--- src/rtl/mse_pkg.sv ---
`timescale 1ns / 1ps
// Shared constants for the MIPS-subset execute unit: instruction codes,
// register addresses, field widths and default sizes. No dependencies.
package mse_pkg;

  // Default sizes of the state stores
  localparam int DATA_WORDS_DEF = 32;
  localparam int REG_COUNT_DEF  = 32;

  // Stream and configuration port widths
  localparam int IN_DATA_W  = 32;
  localparam int IN_USER_W  = 5;
  localparam int OUT_DATA_W = 96;
  localparam int APB_ADDR_W = 3;
  localparam int APB_DATA_W = 32;

  // Field widths
  localparam int MODE_W = 5;
  localparam int RIDX_FIELD_W = 5;
  localparam int IMM_W = 10;
  localparam int PC_W = 16;
  localparam int WORD_W = 32;

  // Instruction codes
  localparam logic [MODE_W-1:0] MODE_NOP   = 5'd0;
  localparam logic [MODE_W-1:0] MODE_ADD   = 5'd1;
  localparam logic [MODE_W-1:0] MODE_SUB   = 5'd2;
  localparam logic [MODE_W-1:0] MODE_MUL   = 5'd3;
  localparam logic [MODE_W-1:0] MODE_AND   = 5'd4;
  localparam logic [MODE_W-1:0] MODE_NOR   = 5'd5;
  localparam logic [MODE_W-1:0] MODE_SLT   = 5'd6;
  localparam logic [MODE_W-1:0] MODE_SLL   = 5'd7;
  localparam logic [MODE_W-1:0] MODE_SRL   = 5'd8;
  localparam logic [MODE_W-1:0] MODE_SRA   = 5'd9;
  localparam logic [MODE_W-1:0] MODE_BEQ   = 5'd10;
  localparam logic [MODE_W-1:0] MODE_BGTZ  = 5'd11;
  localparam logic [MODE_W-1:0] MODE_BLTZ  = 5'd12;
  localparam logic [MODE_W-1:0] MODE_SW    = 5'd13;
  localparam logic [MODE_W-1:0] MODE_LW    = 5'd14;
  localparam logic [MODE_W-1:0] MODE_J     = 5'd15;
  localparam logic [MODE_W-1:0] MODE_JR    = 5'd16;
  localparam logic [MODE_W-1:0] MODE_BREAK = 5'd17;

  // Configuration registers, selected by the word address bit
  localparam logic REG_START_ADDRESS = 1'b0;
  localparam logic REG_DATA_BASE     = 1'b1;

  localparam logic [PC_W-1:0] START_ADDRESS_RST = 16'd64;
  localparam logic [PC_W-1:0] DATA_BASE_RST     = 16'd148;

endpackage

--- src/rtl/mips_subset_execute_unit_top.sv ---
`timescale 1ns / 1ps
// Execute unit for a small MIPS-like instruction set: register file, data
// memory, program counter, ALU and stream/APB ports. Depends on mse_pkg.
//
//  Channel  | Direction | Handshake           | Payload
//  ---------+-----------+---------------------+---------------------------------
//  s_*      | in        | s_tvalid / s_tready | one decoded instruction request
//  m_*      | out       | m_tvalid / m_tready | effects of one instruction
//  APB      | in        | psel/penable/pready | start_address, data_base
//
//  Throughput is one instruction a cycle when neither m_tready nor the memory
//  clear stalls; the accepting edge loads the input register, and the result
//  register, which drives m_tvalid, is loaded from it in turn. A load result is forwarded
//  straight from the data memory's read register, so back-to-back dependent
//  instructions never wait.
//  After reset the data memory is cleared one word a cycle, through all
//  DATA_WORDS words, with s_tready held low; APB writes are taken throughout.
//  A stall on m_tready holds the result register and, once the input
//  register is full too, drops s_tready.
module mips_subset_execute_unit_top #(
  parameter int DATA_WORDS = mse_pkg::DATA_WORDS_DEF,
  parameter int REG_COUNT  = mse_pkg::REG_COUNT_DEF
) (
  input  logic                           clk,
  input  logic                           rst,
  // instruction requests
  input  logic                           s_tvalid,
  output logic                           s_tready,
  // [4:0] dest_reg, [9:5] src_a_reg, [14:10] src_b_reg, [15] use_immediate,
  // [25:16] immediate, [31:26] zero
  input  logic [mse_pkg::IN_DATA_W-1:0]  s_tdata,
  // [4:0] mode
  input  logic [mse_pkg::IN_USER_W-1:0]  s_tuser,
  // results
  output logic                           m_tvalid,
  input  logic                           m_tready,
  // [15:0] next_pc, [16] reg_written, [21:17] reg_index, [53:22] reg_value,
  // [54] mem_written, [59:55] mem_index, [91:60] mem_value, [92] halted,
  // [93] addr_error, [95:94] zero
  output logic [mse_pkg::OUT_DATA_W-1:0] m_tdata,
  // configuration
  input  logic                           psel,
  input  logic                           penable,
  input  logic                           pwrite,
  input  logic [mse_pkg::APB_ADDR_W-1:0] paddr,
  input  logic [mse_pkg::APB_DATA_W-1:0] pwdata,
  output logic [mse_pkg::APB_DATA_W-1:0] prdata,
  output logic                           pready
);
  import mse_pkg::*;

  localparam int RIDX_W = $clog2(REG_COUNT);
  localparam int DIDX_W = (DATA_WORDS > 1) ? $clog2(DATA_WORDS) : 1;

  // Per-operand read qualifiers captured with the registered read
  typedef struct packed {
    logic bad;  // register zero or beyond the file: reads as zero
    logic wt;   // written at the very edge of the read: take the write data
    logic vld;  // entry written since reset
  } opflag_t;

  // ---------------------------------------------------------------------------
  // Configuration registers
  // ---------------------------------------------------------------------------
  logic [PC_W-1:0] start_address;
  logic [PC_W-1:0] data_base;
  logic            cfg_wr;

  assign pready = 1'b1;
  assign cfg_wr = psel & penable & pwrite;
  assign prdata = (paddr[2] == REG_DATA_BASE) ? {16'b0, data_base} : {16'b0, start_address};

  // ---------------------------------------------------------------------------
  // Handshake and pipeline control
  // ---------------------------------------------------------------------------
  logic x_valid, w_valid;
  logic w_free, x_move, s_accept, commit;
  logic clr_busy;
  logic [DIDX_W-1:0] clr_cnt;

  assign w_free   = !w_valid || m_tready;
  assign x_move   = x_valid && w_free;
  assign s_tready = !clr_busy && (!x_valid || w_free);
  assign s_accept = s_tvalid && s_tready;
  assign m_tvalid = w_valid;

  // ---------------------------------------------------------------------------
  // Request fields
  // ---------------------------------------------------------------------------
  logic [RIDX_FIELD_W-1:0] in_dest, in_srca, in_srcb;

  assign in_dest = s_tdata[4:0];
  assign in_srca = s_tdata[9:5];
  assign in_srcb = s_tdata[14:10];

  // ---------------------------------------------------------------------------
  // Register file: two copies so that each has at most two read ports.
  // Copy A serves both sources, copy D the destination-field operand.
  // ---------------------------------------------------------------------------
  logic [WORD_W-1:0] rf_a [REG_COUNT];
  logic [WORD_W-1:0] rf_d [REG_COUNT];
  logic [REG_COUNT-1:0] rf_vld;

  logic                    w_wreg;
  logic [RIDX_FIELD_W-1:0] w_idx;
  logic [WORD_W-1:0]       w_val;

  assign commit = w_valid && m_tready && w_wreg;

  function automatic opflag_t read_flags(
    input logic [RIDX_FIELD_W-1:0] idx,
    input logic                    wr_en,
    input logic [RIDX_FIELD_W-1:0] wr_idx,
    input logic [REG_COUNT-1:0]    vld_vec
  );
    opflag_t f;
    f.bad = (idx == '0) || (32'(idx) >= 32'(REG_COUNT));
    f.wt  = wr_en && (wr_idx == idx);
    f.vld = f.bad ? 1'b0 : vld_vec[idx[RIDX_W-1:0]];
    return f;
  endfunction

  // ---------------------------------------------------------------------------
  // Input register (X)
  // ---------------------------------------------------------------------------
  logic [MODE_W-1:0]       x_mode;
  logic [RIDX_FIELD_W-1:0] x_dest, x_srca, x_srcb;
  logic                    x_useimm;
  logic [IMM_W-1:0]        x_imm;
  logic [WORD_W-1:0]       x_a_raw, x_b_raw, x_d_raw, x_wt_val;
  opflag_t                 x_fa, x_fb, x_fd;

  always_ff @(posedge clk) begin
    if (s_accept) begin
      x_mode   <= s_tuser;
      x_dest   <= in_dest;
      x_srca   <= in_srca;
      x_srcb   <= in_srcb;
      x_useimm <= s_tdata[15];
      x_imm    <= s_tdata[25:16];
      x_a_raw  <= rf_a[in_srca[RIDX_W-1:0]];
      x_b_raw  <= rf_a[in_srcb[RIDX_W-1:0]];
      x_d_raw  <= rf_d[in_dest[RIDX_W-1:0]];
      x_wt_val <= w_val;
      x_fa     <= read_flags(in_srca, commit, w_idx, rf_vld);
      x_fb     <= read_flags(in_srcb, commit, w_idx, rf_vld);
      x_fd     <= read_flags(in_dest, commit, w_idx, rf_vld);
    end
    if (commit) begin
      rf_a[w_idx[RIDX_W-1:0]] <= w_val;
      rf_d[w_idx[RIDX_W-1:0]] <= w_val;
    end
  end

  // Resolve an operand: the result register holds the only older write not
  // yet in the file, so it wins; then the write-through, then the file.
  function automatic logic [WORD_W-1:0] resolve(
    input opflag_t                 f,
    input logic [WORD_W-1:0]       raw,
    input logic [WORD_W-1:0]       wt_val,
    input logic [RIDX_FIELD_W-1:0] idx,
    input logic                    fwd_en,
    input logic [RIDX_FIELD_W-1:0] fwd_idx,
    input logic [WORD_W-1:0]       fwd_val
  );
    logic [WORD_W-1:0] v;
    if (f.bad)                           v = '0;
    else if (fwd_en && fwd_idx == idx)   v = fwd_val;
    else if (f.wt)                       v = wt_val;
    else if (f.vld)                      v = raw;
    else                                 v = '0;
    return v;
  endfunction

  logic [WORD_W-1:0] ra, rb_reg, rb, rdv;
  logic              fwd_en;

  assign fwd_en = w_valid && w_wreg;
  assign ra     = resolve(x_fa, x_a_raw, x_wt_val, x_srca, fwd_en, w_idx, w_val);
  assign rb_reg = resolve(x_fb, x_b_raw, x_wt_val, x_srcb, fwd_en, w_idx, w_val);
  assign rdv    = resolve(x_fd, x_d_raw, x_wt_val, x_dest, fwd_en, w_idx, w_val);
  assign rb     = x_useimm ? {22'b0, x_imm} : rb_reg;

  // ---------------------------------------------------------------------------
  // Execute
  // ---------------------------------------------------------------------------
  logic [PC_W-1:0]   pc, pc_base, pc_next;
  logic [4:0]        sh;
  logic [WORD_W-1:0] alu_val, addr, off;
  logic [29:0]       word;
  logic              alu_op, seq, halt, is_sw, is_lw, in_range, dest_ok;
  logic              x_wreg, x_wmem, x_aerr;
  logic [DIDX_W-1:0] didx;

  assign sh       = rb[4:0];
  assign addr     = ra + {22'b0, x_imm};
  assign off      = addr - {16'b0, data_base};
  assign word     = off[31:2];
  assign in_range = (addr >= {16'b0, data_base}) && (32'(word) < 32'(DATA_WORDS));
  assign didx     = word[DIDX_W-1:0];
  assign dest_ok  = (x_dest != '0) && (32'(x_dest) < 32'(REG_COUNT));

  always_comb begin
    alu_val = '0;
    alu_op  = 1'b0;
    pc_base = pc;
    seq     = 1'b1;
    halt    = 1'b0;
    is_sw   = 1'b0;
    is_lw   = 1'b0;
    unique case (x_mode)
      MODE_ADD: begin alu_val = ra + rb;  alu_op = 1'b1; end
      MODE_SUB: begin alu_val = ra - rb;  alu_op = 1'b1; end
      MODE_MUL: begin alu_val = ra * rb;  alu_op = 1'b1; end
      MODE_AND: begin alu_val = ra & rb;  alu_op = 1'b1; end
      MODE_NOR: begin alu_val = ~(ra | rb); alu_op = 1'b1; end
      MODE_SLT: begin
        alu_val = {31'b0, $signed(ra) < $signed(rb)};
        alu_op  = 1'b1;
      end
      MODE_SLL: begin alu_val = ra << sh; alu_op = 1'b1; end
      MODE_SRL: begin alu_val = ra >> sh; alu_op = 1'b1; end
      MODE_SRA: begin alu_val = WORD_W'($signed(ra) >>> sh); alu_op = 1'b1; end
      MODE_BEQ: begin
        if (rdv == ra) pc_base = pc + PC_W'(x_imm);
      end
      MODE_BGTZ: begin
        if (!rdv[31] && rdv != '0) pc_base = pc + PC_W'(x_imm);
      end
      MODE_BLTZ: begin
        if (rdv[31]) pc_base = pc + PC_W'(x_imm);
      end
      MODE_SW: is_sw = 1'b1;
      MODE_LW: is_lw = 1'b1;
      MODE_J: begin
        pc_base = PC_W'(x_imm);
        seq     = 1'b0;
      end
      MODE_JR: begin
        pc_base = rdv[PC_W-1:0];
        seq     = 1'b0;
      end
      MODE_BREAK: begin
        pc_base = '0;
        seq     = 1'b0;
        halt    = 1'b1;
      end
      default: ;  // NOP and unused codes
    endcase
  end

  assign pc_next = seq ? pc_base + 16'd4 : pc_base;
  assign x_wreg  = dest_ok && (alu_op || (is_lw && in_range));
  assign x_wmem  = is_sw && in_range;
  assign x_aerr  = (is_sw || is_lw) && !in_range;

  // ---------------------------------------------------------------------------
  // Data memory: written by stores or by the clearing pass, read for loads
  // ---------------------------------------------------------------------------
  logic [WORD_W-1:0] dmem [DATA_WORDS];
  logic [WORD_W-1:0] mem_rdata;

  always_ff @(posedge clk) begin
    if (clr_busy) begin
      dmem[clr_cnt] <= '0;
    end else if (x_move && x_wmem) begin
      dmem[didx] <= rdv;
    end
    if (x_move) begin
      mem_rdata <= dmem[didx];
    end
  end

  // ---------------------------------------------------------------------------
  // Result register (W)
  // ---------------------------------------------------------------------------
  logic [PC_W-1:0]   w_next_pc;
  logic [WORD_W-1:0] w_alu_val, w_mval;
  logic              w_is_lw, w_wmem, w_halt, w_aerr;
  logic [4:0]        w_midx;

  always_ff @(posedge clk) begin
    if (x_move) begin
      w_next_pc <= pc_next;
      w_wreg    <= x_wreg;
      w_idx     <= x_wreg ? x_dest : '0;
      w_alu_val <= (x_wreg && alu_op) ? alu_val : '0;
      w_is_lw   <= x_wreg && is_lw;
      w_wmem    <= x_wmem;
      w_midx    <= x_wmem ? word[4:0] : '0;
      w_mval    <= x_wmem ? rdv : '0;
      w_halt    <= halt;
      w_aerr    <= x_aerr;
    end
  end

  assign w_val = w_is_lw ? mem_rdata : w_alu_val;

  assign m_tdata = {2'b0, w_aerr, w_halt, w_mval, w_midx, w_wmem,
                    w_val, w_idx, w_wreg, w_next_pc};

  // ---------------------------------------------------------------------------
  // Control state
  // ---------------------------------------------------------------------------
  always_ff @(posedge clk) begin
    if (rst) begin
      x_valid       <= 1'b0;
      w_valid       <= 1'b0;
      rf_vld        <= '0;
      clr_busy      <= 1'b1;
      clr_cnt       <= '0;
      start_address <= START_ADDRESS_RST;
      data_base     <= DATA_BASE_RST;
      pc            <= START_ADDRESS_RST;
    end else begin
      // advance the two stages
      if (s_accept)    x_valid <= 1'b1;
      else if (x_move) x_valid <= 1'b0;
      if (x_move)      w_valid <= 1'b1;
      else if (m_tready) w_valid <= 1'b0;

      if (commit) rf_vld[w_idx[RIDX_W-1:0]] <= 1'b1;

      // sweep the data memory once after reset
      if (clr_busy) begin
        if (clr_cnt == DIDX_W'(DATA_WORDS - 1)) clr_busy <= 1'b0;
        else                                     clr_cnt  <= clr_cnt + DIDX_W'(1);
      end

      // a new start address also reloads the program counter
      if (cfg_wr && paddr[2] == REG_START_ADDRESS) begin
        start_address <= pwdata[PC_W-1:0];
        pc            <= pwdata[PC_W-1:0];
      end else if (x_move) begin
        pc <= pc_next;
      end
      if (cfg_wr && paddr[2] == REG_DATA_BASE) begin
        data_base <= pwdata[PC_W-1:0];
      end
    end
  end

endmodule
--- config.mk ---
export PLATFORM = sky130hd
export DESIGN_NAME = mips_subset_execute_unit_top
export DESIGN_NICKNAME = d
export VERILOG_FILES = /design/src/rtl/mse_pkg.sv /design/src/rtl/mips_subset_execute_unit_top.sv
export SDC_FILE = /design/constraint.sdc
export NUM_CORES = 2
export LEC_CHECK = 0
export BUFFER_PORTS_ARGS = -buffer_cell sky130_fd_sc_hd__buf_2
export CAP_MARGIN = 20
export CORE_UTILIZATION = 40
export CTS_BUF_LIST = sky130_fd_sc_hd__clkbuf_8
export CTS_CLUSTER_DIAMETER = 200
export DETAILED_ROUTE_END_ITERATION = 8
export GPL_TIMING_DRIVEN = 0
export PLACE_DENSITY = 0.53
export SETUP_SLACK_MARGIN = 0.15
export SLEW_MARGIN = 30
export SYNTH_ARGS = -nofsm -noshare
export SYNTH_HDL_FRONTEND = slang
export SYNTH_SLANG_ARGS = --single-unit
--- constraint.sdc ---
create_clock -name clk -period 32.9 [get_ports clk]
set_clock_uncertainty 0.1 [all_clocks]
set_input_delay 4.935 -clock clk [delete_from_list [all_inputs] [get_ports clk]]
set_output_delay 4.935 -clock clk [all_outputs]
set_load 0.05 [all_outputs]
[Word level (Yosys, flattened, before mapping)]
Memories as Yosys holds them, arrays and structs flattened. A register that Yosys moved wholly into a read port is not among the register bits.
Cells that the tools add are included.
Operators by class
  eq/ne operators: 25
  bitwise operators: 8
  magnitude comparators: 8
  $add $sub $neg: 7
  reduce and logical (&&, ||, !) cells: 45
  multiplexer cells: 51
  div/mod/pow operators: 0
  shifts and indexed selects: 3
  multipliers: 1
Operators by type and width (count)
  32-bit two-way mux: 15
  32-bit case mux with 9 select lines: 1
  16-bit two-way mux: 7
  16-bit case mux with 6 select lines: 1
  32-bit OR: 2
  5-bit by 4-bit equality test with 1-bit output (second input constant): 8
  32-bit by 10-bit adder with 32-bit output: 1
  32-bit adder: 1
  32-bit AND: 1
  32-bit equality test: 1
  32-bit by 16-bit greater-or-equal comparator with 1-bit output: 1
  32-bit < comparator: 1
  32-bit by 32-bit multiplier with 32-bit output: 1
  32-bit NOT: 1
  32-bit nonzero test: 1
  32-bit OR reduction: 1
  32-bit by 5-bit left shift with 32-bit output: 1
  32-bit by 5-bit >> shifter with 32-bit output: 1
  32-bit by 5-bit >>> shifter with 32-bit output: 1
  32-bit by 16-bit subtractor with 32-bit output: 1
  32-bit subtractor: 1
  5-bit equality test: 6
  30-bit by 6-bit < comparator with 1-bit output (second input constant): 1
  1-bit logical AND: 24
  23 further kinds: 68
Word-level totals
  bits in writable memories: 3072
  latch bits: 0
  ROM bits: 0
  logic and storage cells: 185
  bits of input ports: 79
  memories: 3
  register bits after elaboration: 255
  output and inout bits: 131
Memory list
  dmem: depth 32, bits a word 32, read ports 1, clocked after Yosys merged registers in 1, write ports 1, line mips_subset_execute_unit_top.sv:260  | logic [WORD_W-1:0] dmem [DATA_WORDS];
  rf_a: depth 32, bits a word 32, read ports 2, clocked after Yosys merged registers in 2, write ports 1, line mips_subset_execute_unit_top.sv:100  | logic [WORD_W-1:0] rf_a [REG_COUNT];
  rf_d: depth 32, bits a word 32, read ports 1, clocked after Yosys merged registers in 1, write ports 1, line mips_subset_execute_unit_top.sv:101  | logic [WORD_W-1:0] rf_d [REG_COUNT];

[Longest topological paths before layout]
  depth after elaboration: 15
  gate-level depth with buffers: 43
  depth with buffers taken out: 37

[Least setup slack after synthesis]
No wires, ideal clock.
  path kind: input to output
  start point: input port paddr[2] (netlist name)
  end point: output port prdata[10] (netlist name)
  required time: 27865 ps
  slack: 21768 ps
  arrival: 6097 ps
  cell stages on the path: 3
  buffers on the path: 2
  cells stage by stage: clkbuf_1 > buf_1 > mux2_2
Between the ends
  longest elaborated chain between the ends: 1
Ends and longest elaborated chain
  start: declaration: line mips_subset_execute_unit_top.sv:45  | input logic [mse_pkg::APB_ADDR_W-1:0] paddr,
  16-bit two-way mux: line mips_subset_execute_unit_top.sv:71  | assign prdata = (paddr[2] == REG_DATA_BASE) ? {16'b0, data_base} : {16'b0, start_address};
  end: declaration: line mips_subset_execute_unit_top.sv:47  | output logic [mse_pkg::APB_DATA_W-1:0] prdata,
Every way passes these cells.

[Worst setup path after layout]
  start point: register w_idx[1]
  end point: register w_alu_val[30] (data pin)
Between the ends
  longest elaborated chain between the ends: 12
  elaborated cells between the ends (all ways): 28
Ends and longest elaborated chain
  start: declaration: line mips_subset_execute_unit_top.sv:105  | logic [RIDX_FIELD_W-1:0] w_idx;
  start signal: assignment: line mips_subset_execute_unit_top.sv:286  | w_idx <= x_wreg ? x_dest : '0;
  5-bit equality test: line mips_subset_execute_unit_top.sv:168  | else if (fwd_en && fwd_idx == idx) v = fwd_val;
  1-bit logical AND: line mips_subset_execute_unit_top.sv:168
  32-bit two-way mux: line mips_subset_execute_unit_top.sv:168
  32-bit two-way mux: line mips_subset_execute_unit_top.sv:167  | if (f.bad) v = '0;
  32-bit by 10-bit adder with 32-bit output: line mips_subset_execute_unit_top.sv:196  | assign addr = ra + {22'b0, x_imm};
  32-bit by 16-bit subtractor with 32-bit output: line mips_subset_execute_unit_top.sv:197  | assign off = addr - {16'b0, data_base};
  30-bit by 6-bit < comparator with 1-bit output: line mips_subset_execute_unit_top.sv:199  | assign in_range = (addr >= {16'b0, data_base}) && (32'(word) < 32'(DATA_WORDS));
  1-bit logical AND: line mips_subset_execute_unit_top.sv:199
  1-bit logical AND: line mips_subset_execute_unit_top.sv:253  | assign x_wreg = dest_ok && (alu_op || (is_lw && in_range));
  1-bit logical OR: line mips_subset_execute_unit_top.sv:253
  1-bit logical AND: line mips_subset_execute_unit_top.sv:253
  1-bit logical AND: line mips_subset_execute_unit_top.sv:287  | w_alu_val <= (x_wreg && alu_op) ? alu_val : '0;
  end signal: assignment: line mips_subset_execute_unit_top.sv:287
  end: declaration: line mips_subset_execute_unit_top.sv:278  | logic [WORD_W-1:0] w_alu_val, w_mval;
Several ways; a longest one is shown, not always the timed one.
A chain may end at the register's enable or synchronous reset.

==> results by group <==
Status
  – Status: complete, no violations

Global route
  – Vias in the first global route: around 95000
  – GRT Overall Usage: roughly 33%
  – Largest net degree at the start of global routing: between 50 and 60
  – Initial antenna violation count: 49
  – First-pass GRT wire length: 789000 microns
  – GR Overflow Total: 0

Clock network
  – H-Tree Depth: 5
  – Clk slew on worst S/H paths: 0.06 ns
  – Post-CTS sizing: 0
  – Clock sinks: around 2400
  – Setup Buffers After CTS: 0
  – Worst skew pair latency: ~1.1 ns
  – CTS Buffer Depth: 4
  – CTS tree: built
  – Inserted Clock Buffers: 407
  – Hold buffers post-CTS: 0
  – CTS root buf: clkbuf_8

Floorplanning
  – Core area: 0.340 sq mm
  – Starting Density: 40.3%
  – Floorplan row count: between 200 and 250
  – Die height: 587 microns
  – Die area: 0.345 sq mm
  – Horiz. Die Dim: between 500 and 600 microns
  – I/O pins: 210

Synthesis
  – Top_reg_cell synth: edfxtp_1
  – Yosys cell types: a little over 90
  – Synth Area in Compound Gates: under 10%
  – Simple-Gate Fraction of Synth Area: 5.93%
  – Post-synth EDFFs: between 2000 and 2500
  – Post-Syn Area: about 0.14 sq mm
  – Synth Register Bits: 2431
  – Post-Synth Adder-Cell Area: around 8.4%
  – Mapped Cells: 9107
  – Synth Area in XOR/XNOR: between 1 and 1.5%
  – Synth top area share: 51.3%
  – Register area share after synthesis: 52.6%
  – Avg Cell Area, Syn: 15.0 sq um
  – Mux cell area share after synthesis: 22.5%
  – Top post-synthesis cells by area: edfxtp_1 (51%), mux4_2 (20%), fa_1 (6.0%)
  – Largest family of logic cells by synthesized area: multiplexers
  – FFs w/ async S/R, synth: 0%
  – Area leader, netlist: edfxtp_1
  – YS warnings: 0

Timing
  – Final slew viol count: 0
  – Unrepaired setup endpoints after global routing: false
  – Post-Route Setup TNS: 0 ns
  – F_max: around 64 MHz
  – Max_slew headroom: 21.1%
  – Endpoints failing setup: 0
  – Tcrit/Tclk final: 47.2%
  – Hold Violations, Final: 0
  – WHS: 0.352 ns
  – Fin crit period: 15.53 ns
  – Least-Margin Pin Slew: 1.15 ns

Critical path
  – Crit path from: w_idx[1]
  – R2R Setup Slk: about 17 ns
  – Max stage delay cell, worst path: clkbuf_1
  – Worst Path Required: 33.59 ns
  – Crit Path Class: reg -> reg
  – Critical Path Sink Type: flip-flop
  – FF-to-FF path depth: 38
  – Crit path arrival time: 16.22 ns
  – Reg-to-Reg End: w_alu_val[30]
  – Type of origin of the critical path: flip-flop
  – Worst setup path end: w_alu_val[30]
  – Cell mode on critical path: fa_1
  – CP peak stage delay: 0.71 ns
  – R2R Path Start: w_idx[1]
  – Worst Path Max Fanout: 11

Final layout
  – Commonest non-fill, non-tap cell in the layout: edfxtp_1
  – Layout Cells excl Fill: about 15000
  – Nets: 10700
  – Fillers: 29800
  – Commonest cells after routing, fill and taps aside: edfxtp_1 (2343), mux4_2 (1246), nor2_1 (734), nand2_1 (640), inv_1 (620)
  – Sequential cell area: 0.0721 sq mm
  – Share of cells above drive strength 1: 27.8%
  – Design area: 0.158 sq mm
  – Area grow syn2layout: 15.5%
  – Multi-input logic area: 0.0615 sq mm

Detailed routing
  – Router iterations before antenna repair: 8
  – Final WL: 583000 microns
  – Via count: ~95000
  – Drt initial violations: 13000
  – ANT nets after route: 0
  – Vias per inst: 6.42
  – DR WL/cell: approximately 39 microns
  – Drt drc: 0

Power
  – P_leak: 54.0 nW
  – PwrDens: between 40 and 50 mW/mm^2
  – Peak VDD IR: approximately 0.035 mV
  – Pwr Total: 0.00641 W

Place
  – GPL Wtd Cong: ~1.0
  – Port Buffers: roughly 170
  – Placed inst area: 0.151 sq mm
  – Placed cells: between 10000 and 15000
  – Final HPWL DP: 442000 microns

Job
  – Max-cap violations: 0

Worst hold path
  – Class of the worst hold path: reg -> reg
[logic make-up (layout without fill, tap and decap cells)]
logic type / Yosys count / count (layout)
flops: 2431 / 2431
other cells: 2 / 33
mux: 1509 / 1509
xor+xnor: 206 / 206
simple gates: 1881 / 1881
compound gates: 1192 / 1192
fa+ha+maj: 671 / 671
buf+inv: 1215 / 2383
[cells in the mapped netlist (158+ instances only)]
master,number
mux2_2,158
edfxtp_1,2343
nor2_1,798
fa_1,412
nand2_1,640
buf_1,173
mux4_2,1246
inv_1,521
clkbuf_1,446
ha_1,258
a21oi_1,369
o21ai_0,225
[layout make-up]
class / count / area share [%]
antenna: 14 / 0.0221
multi-input combinational: 5478 / 38.8
inverter: 552 / 1.31
timing repair buffer: 437 / 4.12
tap: 4536 / 3.59
clock inverter: 313 / 1.05
clock buffer: 418 / 3.64
buffer: 663 / 1.85
sequential: 2431 / 45.6
[power breakdown]
group          switching (W)  internal (W)  total (W)  leakage, nW
combinational       0.000308      0.000198   0.000507         28.1
clock                0.00130       0.00124    0.00254         4.26
sequential        0.00000429       0.00336    0.00337         21.6
total                0.00161       0.00480    0.00641         54.0
[worst max-delay path: cells and delay by family, from the launching register on]
kind / cells / cell delay, ns
AO/OA/AOI/OAI: 8 / 2.76
XOR/XNOR: 1 / 0.16
adder cells (fa/ha/maj): 9 / 4.39
buffers and inverters: 13 / 4.73
flip-flops: 1 / 0.63
multiplexers: 1 / 0.51
AND/OR/NAND/NOR: 6 / 1.89
[layer usage]
layer,wire length [microns],vias up,GRT usage [%]
li1,-,37300,-
met1,221000,50100,43.8
met2,265000,6469,51.6
met3,60700,1432,7.86
met4,36200,18,17.8
met5,121,-,0
[flip-flops by register name, summed over array words and instances (netlist names), 10 cells and up]
register,count
data_base,16
dmem,1024
mem_rdata,32
pc,16
rf_a,416
rf_d,608
rf_vld,32
start_address,16
w_alu_val,32
w_mval,32
w_next_pc,16
x_a_raw,32
x_b_raw,32
x_d_raw,32
x_imm,10
x_wt_val,32
[worst min path at each step]
stage / from / endpoint / slack (ns) / cells past startpoint
detailed placement: start_address[6] / start_address[6] / 0.34 / 2
floorplan: start_address[6] / start_address[6] / 0.32 / 2
finish: start_address[6] / start_address[6] / 0.35 / 2
global route: start_address[11] / start_address[11] / 0.37 / 2
CTS: start_address[6] / start_address[6] / 0.35 / 2
global placement: start_address[6] / start_address[6] / 0.34 / 2
[through the flow]
stage | setup WS, ns | utilization (%)
CTS | 17.71 | 46.5
floorplan | 21.77 | -
detailed placement | 17.82 | 44.3
global placement | 16.65 | 42.2
finish | 17.37 | 46.5
global route | 17.06 | 46.5
(Power assumes the default switching activity.)
